[src/rtl/core/aq_pkg.sv]
// Shared types, constants and helper functions for the affine 8-bit quantizer.
// Depends on nothing; every module of the quantizer imports this package.
`default_nettype none

package aq_pkg;

  // Quotient bits produced per divider stage, and the number of divider stages.
  localparam int BITS_PER_STAGE = 4;
  localparam int DIV_STAGES     = 7;
  localparam int QBITS          = BITS_PER_STAGE * DIV_STAGES;

  // Register stages behind the input register, equal on both conversion paths.
  localparam int QUANT_LAT = DIV_STAGES + 3;
  localparam int DQ_STAGES = 3;
  localparam int DQ_DELAY  = QUANT_LAT - DQ_STAGES;

  // Configuration register indexes.
  localparam logic [1:0] CFG_MODE  = 2'd0;
  localparam logic [1:0] CFG_SCALE = 2'd1;
  localparam logic [1:0] CFG_ZP    = 2'd2;

  localparam logic [31:0] SCALE_RESET = 32'h3F80_0000;
  localparam logic [31:0] QNAN_BITS   = 32'h7FC0_0000;

  typedef enum logic [1:0] {
    MODE_F2U = 2'd0,
    MODE_U2F = 2'd1,
    MODE_F2I = 2'd2,
    MODE_I2F = 2'd3
  } mode_t;

  // Outcome class of a quantize operation, settled before the division.
  typedef enum logic [1:0] {
    QC_LO   = 2'd0,
    QC_HI   = 2'd1,
    QC_ZERO = 2'd2,
    QC_DIV  = 2'd3
  } qclass_t;

  typedef struct packed {
    logic [31:0] real_value_bits;
    logic [7:0]  code_in;
    logic        last_in;
  } in_item_t;

  typedef struct packed {
    logic [31:0] real_result_bits;
    logic [7:0]  code_out;
    logic        bad_scale;
    logic        last_out;
  } out_item_t;

  typedef struct packed {
    qclass_t            qclass;
    logic               sign;
    logic signed [10:0] exp;
  } qside_t;

  // State of one item inside the divider pipeline.
  typedef struct packed {
    qside_t           side;
    logic [25:0]      rem;
    logic [QBITS-1:0] quo;
  } qdiv_t;

  // Index of the highest set bit, zero for a zero word.
  function automatic logic [4:0] msb_idx32(input logic [31:0] v);
    logic [4:0] idx;
    idx = '0;
    for (int i = 0; i < 32; i++) begin
      if (v[i]) begin
        idx = i[4:0];
      end
    end
    return idx;
  endfunction

endpackage

`default_nettype wire

[src/rtl/core/aq_div_stage.sv]
// One registered stage of the restoring significand divider, several bits a stage.
// Depends on aq_pkg for the stage state type and the bits per stage.
`default_nettype none

module aq_div_stage (
  input  wire logic          clk,
  input  wire logic          en,
  input  wire logic [23:0]   divisor,
  input  aq_pkg::qdiv_t      in_data,
  output aq_pkg::qdiv_t      out_data
);
  import aq_pkg::*;

  qdiv_t       data_r;
  qdiv_t       data_nxt;
  logic [25:0] r;
  logic [QBITS-1:0] q;

  // Compare, subtract and shift once for each quotient bit of this stage.
  always_comb begin
    r = in_data.rem;
    q = in_data.quo;
    for (int i = 0; i < BITS_PER_STAGE; i++) begin
      if (r >= {2'b00, divisor}) begin
        r = r - {2'b00, divisor};
        q = {q[QBITS-2:0], 1'b1};
      end else begin
        q = {q[QBITS-2:0], 1'b0};
      end
      r = {r[24:0], 1'b0};
    end
    data_nxt      = in_data;
    data_nxt.rem  = r;
    data_nxt.quo  = q;
  end

  always_ff @(posedge clk) begin
    if (en) begin
      data_r <= data_nxt;
    end
  end

  assign out_data = data_r;

endmodule

`default_nettype wire

[src/rtl/core/aq_quant.sv]
// Quantize path: operand unpacking, pipelined division, fp32 rounding of the
// quotient, integer rounding, zero point offset and clipping. Uses aq_pkg and aq_div_stage.
`default_nettype none

module aq_quant (
  input  wire logic          clk,
  input  wire logic          en,
  input  aq_pkg::mode_t      mode,
  input  wire logic [31:0]   scale_bits,
  input  wire logic [7:0]    zero_point,
  input  wire logic [31:0]   x_bits,
  output logic [7:0]         code
);
  import aq_pkg::*;

  // Operand fields and normalized significands.
  logic [7:0]         xe, se;
  logic [22:0]        xf, sf;
  logic [4:0]         xp, sp;
  logic [23:0]        xm, sm;
  logic signed [10:0] xexp, sexp;
  logic               xnan, xinf, xzero, snan, sinf, szero, sdiff;
  qdiv_t              prep_r, prep_nxt;
  qdiv_t              div_s [DIV_STAGES+1];

  always_comb begin
    xe = x_bits[30:23];
    xf = x_bits[22:0];
    se = scale_bits[30:23];
    sf = scale_bits[22:0];
    xp = msb_idx32({9'b0, xf});
    sp = msb_idx32({9'b0, sf});
    if (xe != 8'd0) begin
      xm   = {1'b1, xf};
      xexp = $signed({3'b000, xe}) - 11'sd127;
    end else begin
      xm   = {1'b0, xf} << (5'd23 - xp);
      xexp = $signed({6'b0, xp}) - 11'sd149;
    end
    if (se != 8'd0) begin
      sm   = {1'b1, sf};
      sexp = $signed({3'b000, se}) - 11'sd127;
    end else begin
      sm   = {1'b0, sf} << (5'd23 - sp);
      sexp = $signed({6'b0, sp}) - 11'sd149;
    end
  end

  // Special operands decide the outcome before the division starts.
  always_comb begin
    xnan  = (xe == 8'hFF) && (xf != 23'd0);
    xinf  = (xe == 8'hFF) && (xf == 23'd0);
    xzero = (x_bits[30:0] == 31'd0);
    snan  = (se == 8'hFF) && (sf != 23'd0);
    sinf  = (se == 8'hFF) && (sf == 23'd0);
    szero = (scale_bits[30:0] == 31'd0);
    sdiff = x_bits[31] ^ scale_bits[31];

    prep_nxt.side.sign = sdiff;
    prep_nxt.side.exp  = xexp - sexp;
    prep_nxt.rem       = {2'b00, xm};
    prep_nxt.quo       = '0;
    if (xnan) begin
      prep_nxt.side.qclass = QC_LO;
    end else if (szero) begin
      prep_nxt.side.qclass = (xzero || sdiff) ? QC_LO : QC_HI;
    end else if (snan) begin
      prep_nxt.side.qclass = QC_LO;
    end else if (xinf) begin
      prep_nxt.side.qclass = (sinf || sdiff) ? QC_LO : QC_HI;
    end else if (sinf || xzero) begin
      prep_nxt.side.qclass = QC_ZERO;
    end else begin
      prep_nxt.side.qclass = QC_DIV;
    end
  end

  always_ff @(posedge clk) begin
    if (en) begin
      prep_r <= prep_nxt;
    end
  end

  assign div_s[0] = prep_r;

  // Divider: users keep the scale register stable while items are in flight; not enforced.
  for (genvar g = 0; g < DIV_STAGES; g++) begin : g_div
    aq_div_stage u_stage (
      .clk      (clk),
      .en       (en),
      .divisor  (sm),
      .in_data  (div_s[g]),
      .out_data (div_s[g+1])
    );
  end

  // Round the quotient significand to fp32, ties to even.
  qdiv_t              dq;
  logic [23:0]        qsig;
  logic               qg, qst;
  logic signed [10:0] qe;
  logic [24:0]        qrnd;
  logic [23:0]        r1_sig_r, r1_sig_nxt;
  logic signed [10:0] r1_exp_r, r1_exp_nxt;
  qside_t             r1_side_r;

  always_comb begin
    dq = div_s[DIV_STAGES];
    if (dq.quo[QBITS-1]) begin
      qsig = dq.quo[QBITS-1:QBITS-24];
      qg   = dq.quo[QBITS-25];
      qst  = (|dq.quo[QBITS-26:0]) | (|dq.rem);
      qe   = dq.side.exp;
    end else begin
      qsig = dq.quo[QBITS-2:QBITS-25];
      qg   = dq.quo[QBITS-26];
      qst  = (|dq.quo[QBITS-27:0]) | (|dq.rem);
      qe   = dq.side.exp - 11'sd1;
    end
    qrnd = {1'b0, qsig} + {24'd0, qg & (qst | qsig[0])};
    if (qrnd[24]) begin
      r1_sig_nxt = qrnd[24:1];
      r1_exp_nxt = qe + 11'sd1;
    end else begin
      r1_sig_nxt = qrnd[23:0];
      r1_exp_nxt = qe;
    end
  end

  always_ff @(posedge clk) begin
    if (en) begin
      r1_sig_r  <= r1_sig_nxt;
      r1_exp_r  <= r1_exp_nxt;
      r1_side_r <= dq.side;
    end
  end

  // Round to an integer, ties to even, then offset and clip to the code range.
  logic               is_int;
  logic [4:0]         sh;
  logic [23:0]        ipart, below;
  logic               half, rest;
  logic [9:0]         mag;
  logic signed [10:0] t;
  logic signed [11:0] v, lo, hi, zpx;
  logic [7:0]         code_r, code_nxt;

  always_comb begin
    is_int = (mode == MODE_F2I);
    lo     = is_int ? -12'sd127 : 12'sd0;
    hi     = is_int ? 12'sd127 : 12'sd255;
    zpx    = is_int ? $signed({{4{zero_point[7]}}, zero_point})
                    : $signed({4'b0000, zero_point});
    sh     = 5'd23 - r1_exp_r[4:0];
    ipart  = r1_sig_r >> sh;
    below  = r1_sig_r & ((24'd1 << (sh - 5'd1)) - 24'd1);
    half   = |(r1_sig_r & (24'd1 << (sh - 5'd1)));
    rest   = |below;
    mag    = ipart[9:0] + {9'd0, half & (rest | ipart[0])};
    t      = r1_side_r.sign ? (11'sd0 - $signed({1'b0, mag})) : $signed({1'b0, mag});
    case (r1_side_r.qclass)
      QC_LO:   v = lo;
      QC_HI:   v = hi;
      QC_ZERO: v = zpx;
      default: begin
        if (r1_exp_r >= 11'sd9) begin
          v = r1_side_r.sign ? lo : hi;
        end else if (r1_exp_r < -11'sd1) begin
          v = zpx;
        end else begin
          v = $signed({t[10], t}) + zpx;
        end
      end
    endcase
    if (v < lo) begin
      v = lo;
    end
    if (v > hi) begin
      v = hi;
    end
    code_nxt = v[7:0];
  end

  always_ff @(posedge clk) begin
    if (en) begin
      code_r <= code_nxt;
    end
  end

  assign code = code_r;

endmodule

`default_nettype wire

[src/rtl/core/aq_dequant.sv]
// Dequantize path: code minus zero point times the fp32 scale, rounded to
// nearest even, then delayed to line up with the quantize path. Uses aq_pkg.
`default_nettype none

module aq_dequant (
  input  wire logic          clk,
  input  wire logic          en,
  input  aq_pkg::mode_t      mode,
  input  wire logic [31:0]   scale_bits,
  input  wire logic [7:0]    zero_point,
  input  wire logic [7:0]    code,
  output logic [31:0]        real_bits
);
  import aq_pkg::*;

  // Stage one: signed difference and the significand product.
  logic signed [9:0] diff;
  logic [7:0]        absd;
  logic [7:0]        se, es_eff;
  logic [23:0]       sig_s;
  logic [31:0]       p1_nxt, p1_r;
  logic [7:0]        es1_r;
  logic              sign1_nxt, sign1_r, snan1_r, sinf1_r, dzero1_r;

  always_comb begin
    if (mode == MODE_I2F) begin
      diff = $signed({{2{code[7]}}, code}) - $signed({{2{zero_point[7]}}, zero_point});
    end else begin
      diff = $signed({2'b00, code}) - $signed({2'b00, zero_point});
    end
    absd      = diff[9] ? 8'(-diff) : diff[7:0];
    se        = scale_bits[30:23];
    sig_s     = {se != 8'd0, scale_bits[22:0]};
    es_eff    = (se == 8'd0) ? 8'd1 : se;
    p1_nxt    = {24'd0, absd} * {8'd0, sig_s};
    sign1_nxt = scale_bits[31] ^ diff[9];
  end

  always_ff @(posedge clk) begin
    if (en) begin
      p1_r     <= p1_nxt;
      es1_r    <= es_eff;
      sign1_r  <= sign1_nxt;
      snan1_r  <= (se == 8'hFF) && (scale_bits[22:0] != 23'd0);
      sinf1_r  <= (se == 8'hFF) && (scale_bits[22:0] == 23'd0);
      dzero1_r <= (absd == 8'd0);
    end
  end

  // Stage two: leading one position and the biased result exponent.
  logic [31:0]       p2_r;
  logic [4:0]        l2_r;
  logic [7:0]        es2_r;
  logic signed [9:0] b2_r;
  logic              sign2_r, snan2_r, sinf2_r, dzero2_r, pzero2_r;
  logic [4:0]        l1;

  always_comb begin
    l1 = msb_idx32(p1_r);
  end

  always_ff @(posedge clk) begin
    if (en) begin
      p2_r     <= p1_r;
      l2_r     <= l1;
      es2_r    <= es1_r;
      b2_r     <= $signed({5'd0, l1}) + $signed({2'b00, es1_r}) - 10'sd23;
      sign2_r  <= sign1_r;
      snan2_r  <= snan1_r;
      sinf2_r  <= sinf1_r;
      dzero2_r <= dzero1_r;
      pzero2_r <= (p1_r == 32'd0);
    end
  end

  // Stage three: round, pack and handle the special results.
  logic [4:0]        rsh;
  logic [31:0]       rshift, lshift, sub;
  logic              g, st;
  logic [24:0]       rnd;
  logic [23:0]       m;
  logic signed [9:0] eb;
  logic [31:0]       res_nxt, res_r;

  always_comb begin
    rsh    = l2_r - 5'd23;
    rshift = p2_r >> rsh;
    lshift = p2_r << (5'd23 - l2_r);
    sub    = p2_r << (es2_r - 8'd1);
    g      = |(p2_r & (32'd1 << (rsh - 5'd1)));
    st     = |(p2_r & ((32'd1 << (rsh - 5'd1)) - 32'd1));
    rnd    = {1'b0, rshift[23:0]} + {24'd0, g & (st | rshift[0])};
    eb     = b2_r;
    if (l2_r > 5'd23) begin
      if (rnd[24]) begin
        m  = rnd[24:1];
        eb = b2_r + 10'sd1;
      end else begin
        m  = rnd[23:0];
      end
    end else begin
      m = lshift[23:0];
    end

    if (snan2_r) begin
      res_nxt = QNAN_BITS;
    end else if (sinf2_r) begin
      res_nxt = dzero2_r ? QNAN_BITS : {sign2_r, 8'hFF, 23'd0};
    end else if (pzero2_r) begin
      res_nxt = {sign2_r, 31'd0};
    end else if (b2_r >= 10'sd1) begin
      if (eb >= 10'sd255) begin
        res_nxt = {sign2_r, 8'hFF, 23'd0};
      end else begin
        res_nxt = {sign2_r, eb[7:0], m[22:0]};
      end
    end else begin
      res_nxt = {sign2_r, 8'd0, sub[22:0]};
    end
  end

  always_ff @(posedge clk) begin
    if (en) begin
      res_r <= res_nxt;
    end
  end

  // Delay line that matches the latency of the divider path.
  logic [31:0] dly_r [DQ_DELAY];

  always_ff @(posedge clk) begin
    if (en) begin
      dly_r[0] <= res_r;
      for (int i = 1; i < DQ_DELAY; i++) begin
        dly_r[i] <= dly_r[i-1];
      end
    end
  end

  assign real_bits = dly_r[DQ_DELAY-1];

endmodule

`default_nettype wire

[src/rtl/core/affine_8bit_quantizer_core.sv]
// Top level of the affine 8-bit quantizer: configuration registers, input and
// output registers, and the quantize and dequantize pipelines. Uses aq_pkg, aq_quant, aq_dequant.
//
//   Channel  Ports                                   Carries
//   input    in_valid, in_ready, in_data             fp32 value, code, last flag
//   output   out_valid, out_ready, out_data          fp32 result, code, bad scale, last
//   config   cfg_valid, cfg_ready, cfg_index, cfg_data  register writes, always ready
//
// One item is accepted every cycle while the output register is empty or taken; a result passes
// the input register, 10 pipeline stages set by the 7-stage divider and the output register.
// All stages advance together whenever the output register is empty or taken,
// so a stall holds every stage in place. Synchronous reset clears the valid
// bits and loads the register reset values; there is no clearing pass.
`default_nettype none

module affine_8bit_quantizer_core (
  input  wire logic          clk,
  input  wire logic          rst_n,
  input  wire logic          in_valid,
  output logic               in_ready,
  input  aq_pkg::in_item_t   in_data,
  output logic               out_valid,
  input  wire logic          out_ready,
  output aq_pkg::out_item_t  out_data,
  input  wire logic          cfg_valid,
  output logic               cfg_ready,
  input  wire logic [1:0]    cfg_index,
  input  wire logic [31:0]   cfg_data
);
  import aq_pkg::*;

  mode_t       mode_r;
  logic [31:0] scale_r;
  logic [7:0]  zp_r;
  logic        en;

  // Configuration registers.
  assign cfg_ready = 1'b1;

  always_ff @(posedge clk) begin
    if (!rst_n) begin
      mode_r  <= MODE_F2U;
      scale_r <= SCALE_RESET;
      zp_r    <= 8'd0;
    end else if (cfg_valid) begin
      case (cfg_index)
        CFG_MODE:  mode_r  <= mode_t'(cfg_data[1:0]);
        CFG_SCALE: scale_r <= cfg_data;
        CFG_ZP:    zp_r    <= cfg_data[7:0];
        default: ;
      endcase
    end
  end

  // The whole pipeline moves when the output register can take a new item.
  assign en       = !out_valid || out_ready;
  assign in_ready = en;

  in_item_t s1_r;
  logic     s1_valid_r;
  logic     valid_r [QUANT_LAT];
  logic     last_r  [QUANT_LAT];

  always_ff @(posedge clk) begin
    if (en) begin
      s1_r      <= in_data;
      last_r[0] <= s1_r.last_in;
      for (int i = 1; i < QUANT_LAT; i++) begin
        last_r[i] <= last_r[i-1];
      end
    end
  end

  always_ff @(posedge clk) begin
    if (!rst_n) begin
      s1_valid_r <= 1'b0;
      for (int i = 0; i < QUANT_LAT; i++) begin
        valid_r[i] <= 1'b0;
      end
    end else if (en) begin
      s1_valid_r <= in_valid;
      valid_r[0] <= s1_valid_r;
      for (int i = 1; i < QUANT_LAT; i++) begin
        valid_r[i] <= valid_r[i-1];
      end
    end
  end

  logic [7:0]  q_code;
  logic [31:0] dq_bits;

  aq_quant u_quant (
    .clk        (clk),
    .en         (en),
    .mode       (mode_r),
    .scale_bits (scale_r),
    .zero_point (zp_r),
    .x_bits     (s1_r.real_value_bits),
    .code       (q_code)
  );

  aq_dequant u_dequant (
    .clk        (clk),
    .en         (en),
    .mode       (mode_r),
    .scale_bits (scale_r),
    .zero_point (zp_r),
    .code       (s1_r.code_in),
    .real_bits  (dq_bits)
  );

  // Output register: pick the path by mode and zero the other field.
  out_item_t out_r, out_nxt;
  logic      out_valid_r;
  logic      is_deq;

  always_comb begin
    is_deq                   = mode_r inside {MODE_U2F, MODE_I2F};
    out_nxt.real_result_bits = is_deq ? dq_bits : 32'd0;
    out_nxt.code_out         = is_deq ? 8'd0 : q_code;
    out_nxt.bad_scale        = (scale_r[30:0] == 31'd0);
    out_nxt.last_out         = last_r[QUANT_LAT-1];
  end

  always_ff @(posedge clk) begin
    if (!rst_n) begin
      out_valid_r <= 1'b0;
    end else if (en) begin
      out_valid_r <= valid_r[QUANT_LAT-1];
    end
  end

  always_ff @(posedge clk) begin
    if (en) begin
      out_r <= out_nxt;
    end
  end

  assign out_valid = out_valid_r;
  assign out_data  = out_r;

endmodule

`default_nettype wire

[config.mk]
export PLATFORM = sky130hd
export DESIGN_NAME = affine_8bit_quantizer_core
export DESIGN_NICKNAME = d
export VERILOG_FILES = /design/src/rtl/core/aq_pkg.sv /design/src/rtl/core/aq_div_stage.sv /design/src/rtl/core/aq_quant.sv /design/src/rtl/core/aq_dequant.sv /design/src/rtl/core/affine_8bit_quantizer_core.sv
export SDC_FILE = /design/constraint.sdc
export NUM_CORES = 2
export LEC_CHECK = 0
export BUFFER_PORTS_ARGS = -buffer_cell sky130_fd_sc_hd__buf_2
export CORE_ASPECT_RATIO = 1.5
export CORE_MARGIN = 5
export CORE_UTILIZATION = 45
export CTS_BUF_LIST = sky130_fd_sc_hd__clkbuf_4 sky130_fd_sc_hd__clkbuf_8
export DETAILED_ROUTE_END_ITERATION = 16
export HOLD_SLACK_MARGIN = 0.08
export PLACE_DENSITY = 0.71
export SYNTH_ARGS = -nofsm -noshare
export SYNTH_HDL_FRONTEND = slang
export SYNTH_SLANG_ARGS = --single-unit
[constraint.sdc]
create_clock -name clk -period 75.2 [get_ports clk]
set_clock_uncertainty 0.1 [all_clocks]
set_input_delay 18.8 -clock clk [delete_from_list [all_inputs] [get_ports clk]]
set_output_delay 18.8 -clock clk [all_outputs]
set_load 0.1 [all_outputs]
# --- After elaboration in Yosys (flattened, before gate mapping) ---
# Memories as Yosys holds them, arrays and structs flattened. A register that Yosys moved wholly into a read port is not among the register bits.
# Cells that the tools add are included.
totals:
  ff_bits: 698
  latch_bits: 0
  ramBits: 244
  mem_bits_ro: 0
  output_inout_bits: 45
  memories: 3
memory_table:
  columns: ["memory", "depth", "word_bits", "read_ports", "rd_ports_with_merged_regs", "wr", "line_no", "text"]
  rows:
  - ["u_dequant.dly_r", 7, 32, 7, 1, 7, "aq_dequant.sv:129", "logic [31:0] dly_r [DQ_DELAY];"]
  - ["last_r", 10, 1, 10, 1, 10, "affine_8bit_quantizer_core.sv:62", "logic last_r [QUANT_LAT];"]
  - ["valid_r", 10, 1, 10, 1, 10, "affine_8bit_quantizer_core.sv:61", "logic valid_r [QUANT_LAT];"]
op_classes:
  addsub: 56
  n_mul: 1
  div_mod_pow: 0
  n_lt_le_gt_ge: 35
  eq_ne: 9
  n_shift: 8
  muxes: 183
  bitwise: 24
  reduce_logical: 35
op_table:
  columns: ["operator", "count"]
  rows:
  - ["greater-or-equal comparator 26 x 24 -> 1 bit", 27]
  - ["two-way mux 25 bit", 28]
  - ["subtractor 25 x 24 -> 25 bit", 27]
  - ["two-way mux 5 bit", 30]
  - ["two-way mux 4 bit", 24]
  - ["two-way mux 31 bit", 3]
  - ["two-way mux 23 bit", 4]
  - ["two-way mux 12 bit", 6]
  - ["bitwise AND 32 bit", 2]
  - ["two-way mux 32 bit", 2]
  - ["OR reduction 32 bit", 2]
  - ["zero test 31 bit", 2]
  - ["two-way mux 11 bit", 5]
  - ["two-way mux 1 bit", 51]
  - ["adder 24 x 1 -> 25 bit", 2]
  - ["bitwise AND 24 bit", 2]
  - ["two-way mux 24 bit", 2]
  - ["OR reduction 24 bit", 2]
  - ["<< shifter 23 x 5 -> 24 bit", 2]
  - ["zero test 23 bit", 2]
  - ["nonzero test 23 bit", 2]
  - ["two-way mux 3 bit", 12]
  - ["one-hot mux 12 bit (3 select lines)", 1]
  - ["zero test 32 bit", 1]
  - ["55 further kinds", 110]

# --- Depth between registers and ports, before layout ---
logic_depth:
  depth_word: 33
  depth_mapped: 81

# --- By module ---
# A second synthesis with hierarchy kept.
hier_totals:
  cells_unflattened: 10852
  area_unflattened_um2: 99706.9
modules_own_cells:
  columns: ["module", "n_inst", "cells_each", "area_per_inst_um2", "seq_area_each_um2"]
  rows:
  - ["aq_div_stage at u_quant.g_div[2].u_stage ...", 5, 980, 8321.7, 2011.9]
  - ["aq_dequant", 1, 2245, 25119.1, 10810.4]
  - ["aq_quant", 1, 1507, 11955.2, 2522.4]
  - ["aq_div_stage at u_quant.g_div[0].u_stage", 1, 909, 7998.9, 2011.9]
  - ["aq_div_stage at u_quant.g_div[1].u_stage", 1, 916, 7878.8, 2011.9]
  - ["affine_8bit_quantizer_core", 1, 375, 5146.2, 3883.7]

# --- Least setup slack after synthesis ---
# Ideal clock, no wire load.
synth_path:
  path_kind: "in2out"
  start: "input out_ready"
  end: "output in_ready"
  arrival_time_ns: 44.763
  setup_slack_ns: 11.537
  path_stages: 3
  n_path_buf: 1
  cell_sequence: "nor2b_1 -> inv_1 -> clkbuf_1"
synth_between:
  elab_chain_len: 1
synth_lines:
  columns: ["item", "line_no", "text"]
  rows:
  - ["start: declaration", "affine_8bit_quantizer_core.sv:23", "input wire logic out_ready,"]
  - ["logical OR 1 bit", "affine_8bit_quantizer_core.sv:56", "assign en = !out_valid || out_ready;"]
  - ["end: declaration", "affine_8bit_quantizer_core.sv:20", "output logic in_ready,"]
# Every way passes these cells.

# --- Final worst setup path ---
# Ends and elaborated chain as after synthesis.

==> out/summary.txt <==
fin area: 101000 µm²
most instantiated library cell after synthesis: nand2_1
placed cell area: 98100 µm²
Pins Over Slew Limit: 0
Clock Tree Buf Depth: 4
yosys warns: 0
drt pass-1 iters: 9
ys flop type: edfxtp_1
grt met2 use: 49.6%
Ports: 125
post-synth top area share: 29.5%
layout cell share with drive strength beyond 1: 8.91%
Starting DRT DRC Count: 6755
GRT met3 Usage: 4.74%
Global Route Usage Sum: 28.8%
area leader, netlist: edfxtp_1
status: finished, final reports clean
worst skew pair latency: 0.89 ns
crit path kind: in2out
Post-synth EDFFs: 923
layout net count: 11.8k
RSZ-0062 raised after global routing: false
overflow left after global routing: 0
CTS Buf Count: 166
Net Count, Synth: 11.8k
Synth area leaders: edfxtp_1 (29%), ha_1 (10%), a21oi_1 (5.2%)
synth unique cells: 129
via count: 84.7k
CTS tree: built
Data arrival, critical path: 20.90 ns
post-DP HPWL: 253000 µm
post_cts resized: 0
# DRC: 0
syn_area_per_cell: 8.70 µm²
Clock transition at path regs: 0.06 ns
Hold Buf Count CTS: 0
# port buffers: 123
CORE AREA: 208000 µm²
die area: 219000 µm²
final worst-path cycle share: 52.9%
first-pass GRT wire length: 487000 µm
Hold Fails Final Rpt: 0
clk sink count: 976
post-route setup TNS: 0 ns
row count: 205
Worst Max-Slew Pin Slew: 1.33 ns
post-synthesis sequential area ratio: 30.6%
Root Buffer: clkbuf_8
Mapped Cells: 10.8k
wire length per cell: 23.9 µm
met1 usage: 29.2%
Post-synth ARST share: 0%
synth cell count leaders: nand2_1 (1225), a21oi_1 (986), edfxtp_1 (923)
fmax: 0.0251 GHz
Synth Cell Area: 94100 µm²
GPL Wtd Cong: 1.01
final setup fails: 0
largest net degree at the start of global routing: 192
HP Class: reg2reg
Tmin final: 39.80 ns
Crit path required time: 56.30 ns
Detailed Route WL: 328000 µm
initial core utilization: 45.2%
Worst setup SP type: primary input
Most Crowded Layer GR: met2
Vert. Die Dim: 570 µm
postcts setup bufs: 0
Yosys reg bits: 976
MaxCap Viol Count: 0
initial antenna violation count: 11
Slew headroom: 10.1%
Layout area overhead: 7.85%
Routed Antenna Nets: 0
H-tree depth: 4
die width: 383 µm
vias in the first global route: 82.4k
CP Capture Type: output pin
CP max FO: 76
vias per cell: 6.16
-- sequential cells by signal, indices dropped and copies added (netlist names), 8 cells and up --
register                        flops
s1_r                               41
u_quant.div_s                      38
u_quant.r1_sig_r                   24
u_quant.r1_exp_r                   11
valid_r                            10
u_dequant.p1_r                     32
u_dequant.b2_r                     10
u_dequant.es1_r                     8
scale_r                            32
u_dequant.p2_r                     32
u_dequant.dly_r                   224
last_r                             10
out_data                           42
u_quant.g_div.u_stage.out_data    385
zp_r                                8
u_quant.code                        8
u_dequant.es2_r                     8
u_dequant.res_r                    32
-- metrics by stage --
stage	worst slack [ns]	utilization, %	instances	hold WS [ns]
after floorplan	11.54	-	10800	0.300
after global placement	35.46	47.2	13500	0.300
after detailed placement	35.37	47.2	13500	0.305
after CTS	35.40	48.8	13700	0.279
after global routing	35.26	48.8	13700	0.286
final	35.40	48.8	13800	0.271
-- placed cells by master (no fill, tap or decap), types with 75 or more instances in the layout --
cell,synthesis,layout
xnor2_1,527,524
nand2_1,1225,1223
o21ai_0,760,755
buf_4,6,191
fa_1,144,144
buf_2,34,123
o21a_1,93,93
ha_1,750,750
and3_1,102,101
o21bai_1,148,148
nand3_1,230,229
nor2b_1,169,168
a21oi_1,986,976
nor2_1,865,861
xor2_1,262,259
inv_1,480,478
nand2b_1,140,140
clkbuf_8,0,171
mux2i_1,199,199
o31ai_1,87,86
nand4_1,116,116
a31oi_1,113,113
mux2_2,165,165
nor3_1,217,217
and2_1,138,138
a21o_1,403,403
edfxtp_1,923,923
a211oi_1,75,75
-- path summary, 6_finish.rpt --
path,slack (ns),from,cells past startpoint,end
worst min register to register,0.27,u_quant.div_s[542],0,u_quant.g_div[0].u_stage.out_data[66]
worst max-delay path,35.40,out_ready,4,in_ready
worst min-delay path,0.27,u_quant.div_s[542],0,u_quant.g_div[0].u_stage.out_data[66]
worst max register to register,56.34,scale_r[5],65,u_quant.g_div[3].u_stage.out_data[51]
-- cells by family after synthesis --
group                    count (synthesis)  synth area share [%]
AO/OA/AOI/OAI                         3251                  22.0
XOR/XNOR                               789                  7.34
adder cells (fa/ha/maj)                916                  13.3
buffers and inverters                  974                  4.01
flip-flops                             976                  30.6
multiplexers                           422                  5.45
other                                    1               0.00399
AND/OR/NAND/NOR                       3491                  17.3
-- critical path: stages --
cell and delay [ns]:
buf_2 0.09, nor2b_1 0.98, inv_8 0.42, buf_2 0.47
-- cell type report --
type,instances,area [µm²]
repair buffers,317,2110
clock buffers,205,2610
well taps,2794,3500
fillers,19500,107000
diodes,12,30.0
multi-input cells,8870,61800
clock inverters,78,738
flip-flops and latches,976,28800
inverters,498,1880
-- layer usage --
layer  vias up  wire [µm]  share of wire (%)
li1      39700          -                  -
met1     40200     113000                 34
met2      3384     156000                 47
met3      1359      20200                6.2
met4        14      39300                 12
met5         -        149              0.045
Power is left out: the tool's default activity adds up to more than one toggle a clock period on the data nets, which glitch-free logic cannot reach.
